==> src/rtl/core/drt_pkg.sv <==
// Shared constants and types for the distance-vector route table.
package drt_pkg;

    localparam int unsigned TABLE_ENTRIES = 32;
    localparam int unsigned IDX_W = $clog2(TABLE_ENTRIES);
    localparam int unsigned CNT_W = $clog2(TABLE_ENTRIES + 1);

    localparam logic [4:0] METRIC_INF = 5'd16;

    localparam logic [1:0] ACT_ENTRY   = 2'd0;
    localparam logic [1:0] ACT_REQUEST = 2'd1;
    localparam logic [1:0] ACT_TICK    = 2'd2;
    localparam logic [1:0] ACT_UNUSED  = 2'd3;

    localparam logic [1:0] REG_TIMEOUT   = 2'd0;
    localparam logic [1:0] REG_MCAST     = 2'd1;
    localparam logic [1:0] REG_PORT      = 2'd2;

    localparam logic [23:0] TIMEOUT_RST = 24'd180000;
    localparam logic [31:0] MCAST_RST   = 32'hE000_0009;
    localparam logic [15:0] PORT_RST    = 16'd520;

    typedef struct packed {
        logic [31:0] subnet;
        logic [31:0] mask;
        logic [31:0] gateway;
        logic [4:0]  metric;
        logic [23:0] timer;
    } t_entry;

endpackage

==> src/rtl/core/distance_vector_route_table.sv <==
// Distance-vector route table: route update, table dump and timer aging.
// One item is handled at a time. A route entry scans all 32 slots of the
// table memory (one read a cycle), then writes back the result; the last
// entry of a packet may then start a dump. A tick walks the table in the
// same way. A dump skips empty slots and, for each route sent, reads the
// memory and then waits on the output handshake. o_stall is high whenever
// an item is in progress.
module distance_vector_route_table (
    input  logic        i_clk,
    input  logic        i_rst_n,
    input  logic        i_cfg_valid,
    output logic        o_cfg_ready,
    input  logic [1:0]  i_cfg_index,
    input  logic [31:0] i_cfg_data,
    input  logic        i_valid,
    output logic        o_stall,
    input  logic [1:0]  i_action,
    input  logic [31:0] i_source_address,
    input  logic [15:0] i_source_port,
    input  logic [31:0] i_offered_subnet,
    input  logic [31:0] i_offered_mask,
    input  logic [31:0] i_offered_metric,
    input  logic        i_final_entry,
    output logic        o_valid,
    input  logic        i_stall,
    output logic [31:0] o_dest_address,
    output logic [15:0] o_dest_port,
    output logic        o_has_route,
    output logic [31:0] o_route_subnet,
    output logic [31:0] o_route_mask,
    output logic [4:0]  o_route_metric,
    output logic        o_dump_last
);

    localparam logic [2:0] S_IDLE  = 3'd0;
    localparam logic [2:0] S_SCAN  = 3'd1;
    localparam logic [2:0] S_UPD   = 3'd2;
    localparam logic [2:0] S_TICK  = 3'd3;
    localparam logic [2:0] S_DRD   = 3'd4;
    localparam logic [2:0] S_DWAIT = 3'd5;
    localparam logic [2:0] S_DOUT  = 3'd6;

    localparam logic [drt_pkg::CNT_W-1:0] LAST_CNT =
        drt_pkg::CNT_W'(drt_pkg::TABLE_ENTRIES);

    logic [2:0]  r_state;
    logic [23:0] r_timeout;
    logic [31:0] r_mcast;
    logic [15:0] r_port;
    logic        r_changed;
    logic [drt_pkg::TABLE_ENTRIES-1:0] r_valid_bits;

    logic [31:0] r_src;
    logic [31:0] r_subnet;
    logic [31:0] r_mask;
    logic [4:0]  r_metric;
    logic        r_last;

    logic [drt_pkg::CNT_W-1:0] r_idx;
    logic                      r_pend;
    logic [drt_pkg::IDX_W-1:0] r_pidx;
    logic                      r_hit;
    logic [drt_pkg::IDX_W-1:0] r_hidx;
    logic [31:0]               r_hhop;
    logic [4:0]                r_hmet;
    logic                      r_sent;

    logic        r_ovalid;
    logic [31:0] r_dest;
    logic [15:0] r_dport;

    drt_pkg::t_entry mem [drt_pkg::TABLE_ENTRIES];
    drt_pkg::t_entry r_rdata;
    drt_pkg::t_entry wdata;
    logic [drt_pkg::IDX_W-1:0] waddr;
    logic                      we;
    logic [drt_pkg::IDX_W-1:0] raddr;

    logic                      free_any;
    logic [drt_pkg::IDX_W-1:0] free_idx;
    logic [4:0]                new_metric;
    logic                      take_hit;
    logic                      take_new;
    logic                      more_above;
    logic [drt_pkg::IDX_W-1:0] cur;

    assign o_cfg_ready = 1'b1;
    assign o_stall     = (r_state != S_IDLE);
    assign o_valid     = r_ovalid;
    assign o_dest_address = r_dest;
    assign o_dest_port    = r_dport;

    assign cur   = r_idx[drt_pkg::IDX_W-1:0];
    assign raddr = cur;
    assign new_metric = (r_metric >= drt_pkg::METRIC_INF) ? drt_pkg::METRIC_INF
                                                          : r_metric + 5'd1;
    assign take_hit = r_hit && ((r_hhop == r_src) || (new_metric < r_hmet));
    assign take_new = !r_hit && (new_metric < drt_pkg::METRIC_INF) && free_any;
    assign more_above = |((r_valid_bits >> cur) >> 1);

    always_comb begin
        free_any = 1'b0;
        free_idx = '0;
        for (int i = drt_pkg::TABLE_ENTRIES - 1; i >= 0; i--) begin
            if (!r_valid_bits[i]) begin
                free_any = 1'b1;
                free_idx = drt_pkg::IDX_W'(i);
            end
        end
    end

    always_comb begin
        we    = 1'b0;
        waddr = r_pidx;
        wdata = r_rdata;
        if (r_state == S_UPD && (take_hit || take_new)) begin
            we    = 1'b1;
            waddr = r_hit ? r_hidx : free_idx;
            wdata = '{subnet: r_subnet, mask: r_mask, gateway: r_src,
                      metric: new_metric, timer: r_timeout};
        end else if (r_state == S_TICK && r_pend && r_valid_bits[r_pidx] &&
                     r_rdata.timer > 24'd1) begin
            we          = 1'b1;
            wdata.timer = r_rdata.timer - 24'd1;
        end
    end

    always_ff @(posedge i_clk) begin
        if (we) begin
            mem[waddr] <= wdata;
        end
        r_rdata <= mem[raddr];
    end

    always_ff @(posedge i_clk) begin
        if (!i_rst_n) begin
            r_state      <= S_IDLE;
            r_timeout    <= drt_pkg::TIMEOUT_RST;
            r_mcast      <= drt_pkg::MCAST_RST;
            r_port       <= drt_pkg::PORT_RST;
            r_changed    <= 1'b0;
            r_valid_bits <= '0;
            r_ovalid     <= 1'b0;
            r_idx        <= '0;
            r_pend       <= 1'b0;
            r_hit        <= 1'b0;
            r_sent       <= 1'b0;
        end else begin
            if (i_cfg_valid) begin
                unique case (i_cfg_index)
                    drt_pkg::REG_TIMEOUT: r_timeout <= i_cfg_data[23:0];
                    drt_pkg::REG_MCAST:   r_mcast   <= i_cfg_data;
                    drt_pkg::REG_PORT:    r_port    <= i_cfg_data[15:0];
                    default: ;
                endcase
            end
            unique case (r_state) inside
                S_IDLE: begin
                    r_idx  <= '0;
                    r_pend <= 1'b0;
                    r_hit  <= 1'b0;
                    r_sent <= 1'b0;
                    if (i_valid) begin
                        r_src    <= i_source_address;
                        r_subnet <= i_offered_subnet;
                        r_mask   <= i_offered_mask;
                        r_metric <= (i_offered_metric >= 32'd16) ? drt_pkg::METRIC_INF
                                                                 : i_offered_metric[4:0];
                        r_last   <= i_final_entry;
                        unique case (i_action)
                            drt_pkg::ACT_ENTRY:   r_state <= S_SCAN;
                            drt_pkg::ACT_REQUEST: begin
                                r_dest  <= i_source_address;
                                r_dport <= i_source_port;
                                r_state <= S_DRD;
                            end
                            drt_pkg::ACT_TICK:    r_state <= S_TICK;
                            default:              r_state <= S_IDLE;
                        endcase
                    end
                end
                S_SCAN, S_TICK: begin
                    r_pend <= (r_idx != LAST_CNT);
                    r_pidx <= cur;
                    if (r_idx != LAST_CNT) begin
                        r_idx <= r_idx + 1'b1;
                    end
                    if (r_pend && r_valid_bits[r_pidx]) begin
                        if (r_state == S_SCAN) begin
                            if (!r_hit && r_rdata.subnet == r_subnet &&
                                r_rdata.mask == r_mask) begin
                                r_hit  <= 1'b1;
                                r_hidx <= r_pidx;
                                r_hhop <= r_rdata.gateway;
                                r_hmet <= r_rdata.metric;
                            end
                        end else if (r_rdata.timer <= 24'd1) begin
                            r_valid_bits[r_pidx] <= 1'b0;
                        end
                    end
                    if (r_idx == LAST_CNT && !r_pend) begin
                        r_state <= (r_state == S_SCAN) ? S_UPD : S_IDLE;
                    end
                end
                S_UPD: begin
                    r_idx <= '0;
                    if (take_new) begin
                        r_valid_bits[free_idx] <= 1'b1;
                    end
                    if (r_last) begin
                        r_changed <= 1'b0;
                        r_dest    <= r_mcast;
                        r_dport   <= r_port;
                        r_state   <= (r_changed || take_hit || take_new) ? S_DRD
                                                                         : S_IDLE;
                    end else begin
                        r_changed <= r_changed || take_hit || take_new;
                        r_state   <= S_IDLE;
                    end
                end
                S_DRD: begin
                    if (r_idx == LAST_CNT) begin
                        r_ovalid       <= 1'b1;
                        o_has_route    <= 1'b0;
                        o_route_subnet <= '0;
                        o_route_mask   <= '0;
                        o_route_metric <= '0;
                        o_dump_last    <= 1'b1;
                        r_state        <= S_DOUT;
                    end else if (r_valid_bits[cur]) begin
                        r_state <= S_DWAIT;
                    end else begin
                        r_idx <= r_idx + 1'b1;
                    end
                end
                S_DWAIT: begin
                    r_ovalid       <= 1'b1;
                    r_sent         <= 1'b1;
                    o_has_route    <= 1'b1;
                    o_route_subnet <= r_rdata.subnet;
                    o_route_mask   <= r_rdata.mask;
                    o_route_metric <= r_rdata.metric;
                    o_dump_last    <= !more_above;
                    r_state        <= S_DOUT;
                end
                S_DOUT: begin
                    if (!i_stall) begin
                        r_ovalid <= 1'b0;
                        if (o_dump_last) begin
                            r_state <= S_IDLE;
                        end else begin
                            r_idx   <= r_idx + 1'b1;
                            r_state <= S_DRD;
                        end
                    end
                end
                default: r_state <= S_IDLE;
            endcase
        end
    end

    // results appear only while a dump is presenting them
    assert property (@(posedge i_clk) disable iff (!i_rst_n)
        r_ovalid |-> (r_state == S_DOUT))
        else $error("result valid outside dump output state");

    // an empty-table result always closes the dump
    assert property (@(posedge i_clk) disable iff (!i_rst_n)
        (r_ovalid && !o_has_route) |-> (o_dump_last && !r_sent))
        else $error("empty-table result not alone in dump");

    // the write-back state is never held
    assert property (@(posedge i_clk) disable iff (!i_rst_n)
        (r_state == S_UPD) |=> (r_state != S_UPD))
        else $error("update state held");

endmodule
==> config.mk <==
export PLATFORM = sky130hd
export DESIGN_NAME = distance_vector_route_table
export DESIGN_NICKNAME = d
export VERILOG_FILES = /design/src/rtl/core/drt_pkg.sv /design/src/rtl/core/distance_vector_route_table.sv
export SDC_FILE = /design/constraint.sdc
export NUM_CORES = 2
export LEC_CHECK = 0
export ABC_AREA = 0
export ABC_CLOCK_PERIOD_IN_PS = 10870
export BUFFER_PORTS_ARGS = -buffer_cell sky130_fd_sc_hd__clkbuf_2
export CORE_MARGIN = 3
export CORE_UTILIZATION = 55
export DETAILED_ROUTE_END_ITERATION = 10
export GPL_TIMING_DRIVEN = 0
export PLACE_DENSITY_LB_ADDON = 0.12
export SLEW_MARGIN = 40
export SYNTH_ARGS = -nofsm -noshare
export SYNTH_HDL_FRONTEND = slang
export SYNTH_SLANG_ARGS = --single-unit
==> constraint.sdc <==
create_clock -name i_clk -period 10.87 [get_ports i_clk]
set_input_delay 1.087 -clock i_clk [delete_from_list [all_inputs] [get_ports i_clk]]
set_output_delay 1.087 -clock i_clk [all_outputs]
set_load 0.02 [all_outputs]
==> impl_metrics.ini <==
[run_status]
status = finished, final reports clean

[timing]
fmax_mhz = 143
fin_tns_setup_ns = 0
slew_headroom_pct = 30.6
clock_skew_ns = 0.0832
slew_viol_final = 0
worstMarginPinSlew_ns = 1.03
layout_min_cycle_time_ns = 7.01
rsz0062_at_grt = no
finalHoldViolCount = 0
finalCritPeriodShare_pct = 64.5
setup_viol = 0
hold_ws_ns = 0.280

[global_route]
grt_overflow_total = 0
globalRouteTotalUtil_pct = 32.7
grt_pass1_vias = 89160
grt_max_degree = 35
antenna_found_initial = 42
grt_pass1_wl_um = 715000

[power]
p_sw_w = 0.00806
internal_power_w = 0.0291
pwr-share-comb_pct = 5.7
netSwitchingFraction_pct = 21.7
powerDensity_nw_per_um2 = 180
leakagePower_nw = 65.0
power_frac_clock_pct = 42.3
seq_power_share_pct = 52.0
ir_drop_uv = 140

[cts]
ctsResizeCount = 0
htree_levels = 5
cts_tree = done
clk_path_buf_depth = 4
postCtsHoldBufs = 0
insertion_delay_ns = 1.00
cts_inserted_buffers = 449
clock_sinks = 4510
clk_pin_slew_ns = 0.06
cts_setup_buffers = 0
cts-root-buf = clkbuf_16

[setup_path]
cpMostUsedCell = buf_8
reg2reg_slack_ns = 3.86
reg2reg_depth = 14
crit_cells = 14
path_buf_inv = 7
crit_type = reg -> reg
crit_chain = xnor2_1 > nand4_1 > nor4_1 > a221oi_2 > clkbuf_4 > nor3_4 > buf_2 > buf_2 > a31oi_2 > nor2_4 > buf_8 > buf_8 > buf_8 > buf_16
cp.arrival_ns = 7.68
critical-path-max-stage-delay_ns = 0.75
cp-end-kind = flip-flop
critPathSlowestCell = buf_2
critPathMaxFanout = 11
crit_required_ns = 11.54
start_kind = flip-flop
path_delay_family = buffers and inverters

[route]
met1_length_um = 191000
met2_length_um = 237000
routed_wl_um = 521000
via_count = 90412
drcViolationCount = 0
ant_nets = 0
top_layer = met5
dr.pass1.iters = 9
wl_met3_um = 66300
routedWlPerCell_um = 38.8
drt_iter0_drc = 15182
via_per_inst = 6.73

[die]
dieArea_um2 = 320000
rows = 204
die_w_um = 566
die_h_um = 566
start_util_pct = 55.5
ios = 308
core_region_area_um2 = 310000

[cells_and_area]
fin_nets = 9062
drive_above_1_share_pct = 37.0
syn_to_final_growth_pct = 19.8

[run]
max_cap_viol_count = 0

[placed_design]
io_buffers = 306
gp_congestion = 0.884
dp_hpwl_um = 355000

[yosys]
ys_types = 81
syn_avg_cell_area_um2 = 22.6
postSynth.asyncResetShare_pct = 0
synth_seq_cells = 4510
syn_nets = 7808
syn_inst = 7612
synth-edff-count = 4268
ys.flop_type = edfxtp_1
yosysSeqAreaShare_pct = 77.2
yosys_warnings = 0
syn-cell-area_um2 = 172000

[worst_hold_path]
holdPathStages = 1
hold_path_class = in -> reg
-- path summary, 6_finish.rpt --
| path | startpoint | end |
|---|---|---|
| setup / recovery | r_src[27] | mem[15][91] |
| hold / removal | i_offered_mask[7] | r_mask[7] |
| setup reg to reg | r_src[27] | mem[15][91] |
| hold reg to reg | r_rdata[55] | r_hhop[26] |
-- through the flow --
stage               power [W]  setup slack (ns)  util [%]  cells  instance area, um2
finish                 0.0371              3.86      66.5  13432              206000
global route           0.0381              4.04      66.5  13395              206000
CTS                    0.0372              4.23      66.4  13382              206000
detailed placement     0.0218              4.24      61.6  12532              191000
global placement       0.0216             -9.62      57.7  12038              179000
floorplan              0.0209              2.59         -   7612              172000
-- state kept, by name, summed over array words and instances, names as in the netlist, 32 cells and up --
register        count
mem              4000
o_dest_address     32
o_route_mask       32
o_route_subnet     32
r_hhop             32
r_mask             32
r_mcast            32
r_rdata           125
r_src              32
r_subnet           32
r_valid_bits       32
-- power groups by stage --
| stage | registers (W) | clock network, W | logic (W) |
|---|---|---|---|
| after floorplan | 0.0196 | 0 | 0.00121 |
| after global placement | 0.0197 | 0 | 0.00192 |
| after detailed placement | 0.0197 | 0 | 0.00209 |
| after CTS | 0.0193 | 0.0158 | 0.00210 |
| after global routing | 0.0193 | 0.0165 | 0.00222 |
| final | 0.0193 | 0.0157 | 0.00212 |
-- layer usage --
metal	vias to the layer above	track usage (%)
met5	-	0
met4	20	14.2
met3	1145	8.78
met2	6504	48.4
met1	48068	46.6
li1	34675	-
-- synthesized netlist by cell type (all sizes together) (4+ instances only) --
master	count	area [um2]
edfxtp	4268	128000
mux4	1264	28500
nand2	379	1420
clkbuf	292	1100
dfxtp	242	4840
mux2	223	2510
buf	122	503
o21ai	85	429
nor2	83	319
a21oi	71	355
and2	71	444
xnor2	56	490
xor2	56	490
inv	43	161
nand3	43	215
nand4	38	238
nor4	34	213
o211ai	30	225
nor3	23	120
mux2i	19	190
nor2b	15	96.3
a31oi	10	62.6
ha	10	125
and3	9	56.3
or4	9	75.1
nand2b	8	50.1
nand4b	8	76.3
a22oi	7	52.6
a211oi	6	50.1
nor3b	5	37.5
o22ai	5	31.3
a21boi	4	30.0
a31o	4	35.0
a32oi	4	65.1
o221ai	4	35.0
o22a	4	35.0
o2bb2ai	4	35.0
o311ai	4	60.1
-- cell usage in the layout, fill, tap and decap left out, types with 13 or more instances in the layout --
cell / synthesis / final
clkinv_2: 0 / 100
mux2_2: 219 / 223
buf_2: 27 / 114
mux2i_1: 19 / 18
nor2_1: 82 / 49
nor2_4: 1 / 34
o21ai_0: 81 / 53
diode_2: 0 / 47
nand3_1: 43 / 43
clkbuf_4: 0 / 22
clkinv_1: 0 / 69
xnor2_1: 56 / 40
xnor2_2: 0 / 16
buf_8: 0 / 168
nand2_1: 379 / 379
o211ai_1: 30 / 30
clkinvlp_4: 0 / 20
clkbuf_2: 1 / 486
clkbuf_1: 291 / 185
clkbuf_16: 0 / 455
mux4_2: 1264 / 1264
bufinv_16: 0 / 47
xor2_1: 56 / 52
dfxtp_1: 242 / 240
nand4_1: 38 / 38
inv_1: 42 / 42
nor4_2: 0 / 13
a21oi_1: 71 / 71
o21ai_4: 0 / 29
and2_1: 71 / 70
nor2b_1: 14 / 14
nor3_1: 22 / 19
buf_16: 0 / 296
clkbuf_8: 0 / 34
edfxtp_1: 4268 / 4268
nor4_1: 34 / 20
-- cells by family after synthesis --
kind of cell / Yosys count / share of synthesized area, %
xor+xnor: 112 / 0.569
mux: 1506 / 18.1
fa+ha+maj: 10 / 0.0726
flops: 4510 / 77.2
other cells: 1 / 0.00218
simple gates: 740 / 2.02
buf+inv: 457 / 1.02
compound gates: 276 / 1.05
-- cell type report --
type | instances | area, um2
clock buffers | 580 | 12200
multi-input cells | 2645 | 38500
diodes | 47 | 118
repair buffers | 803 | 12500
inverters | 43 | 161
clock inverters | 270 | 2830
flip-flops and latches | 4510 | 133000
well taps | 4120 | 5150
fillers | 19550 | 104000
plain buffers | 414 | 2000
-- worst register-to-register path, stage by stage, from the launching register on --
cell	delay [ns]
edfxtp_1	0.44
xnor2_1	0.70
nand4_1	0.37
nor4_1	0.72
a221oi_2	0.19
clkbuf_4	0.24
nor3_4	0.72
buf_2	0.76
buf_2	0.61
a31oi_2	0.43
nor2_4	0.60
buf_8	0.30
buf_8	0.25
buf_8	0.23
buf_16	0.18
Power figures use the tool's default switching activity.
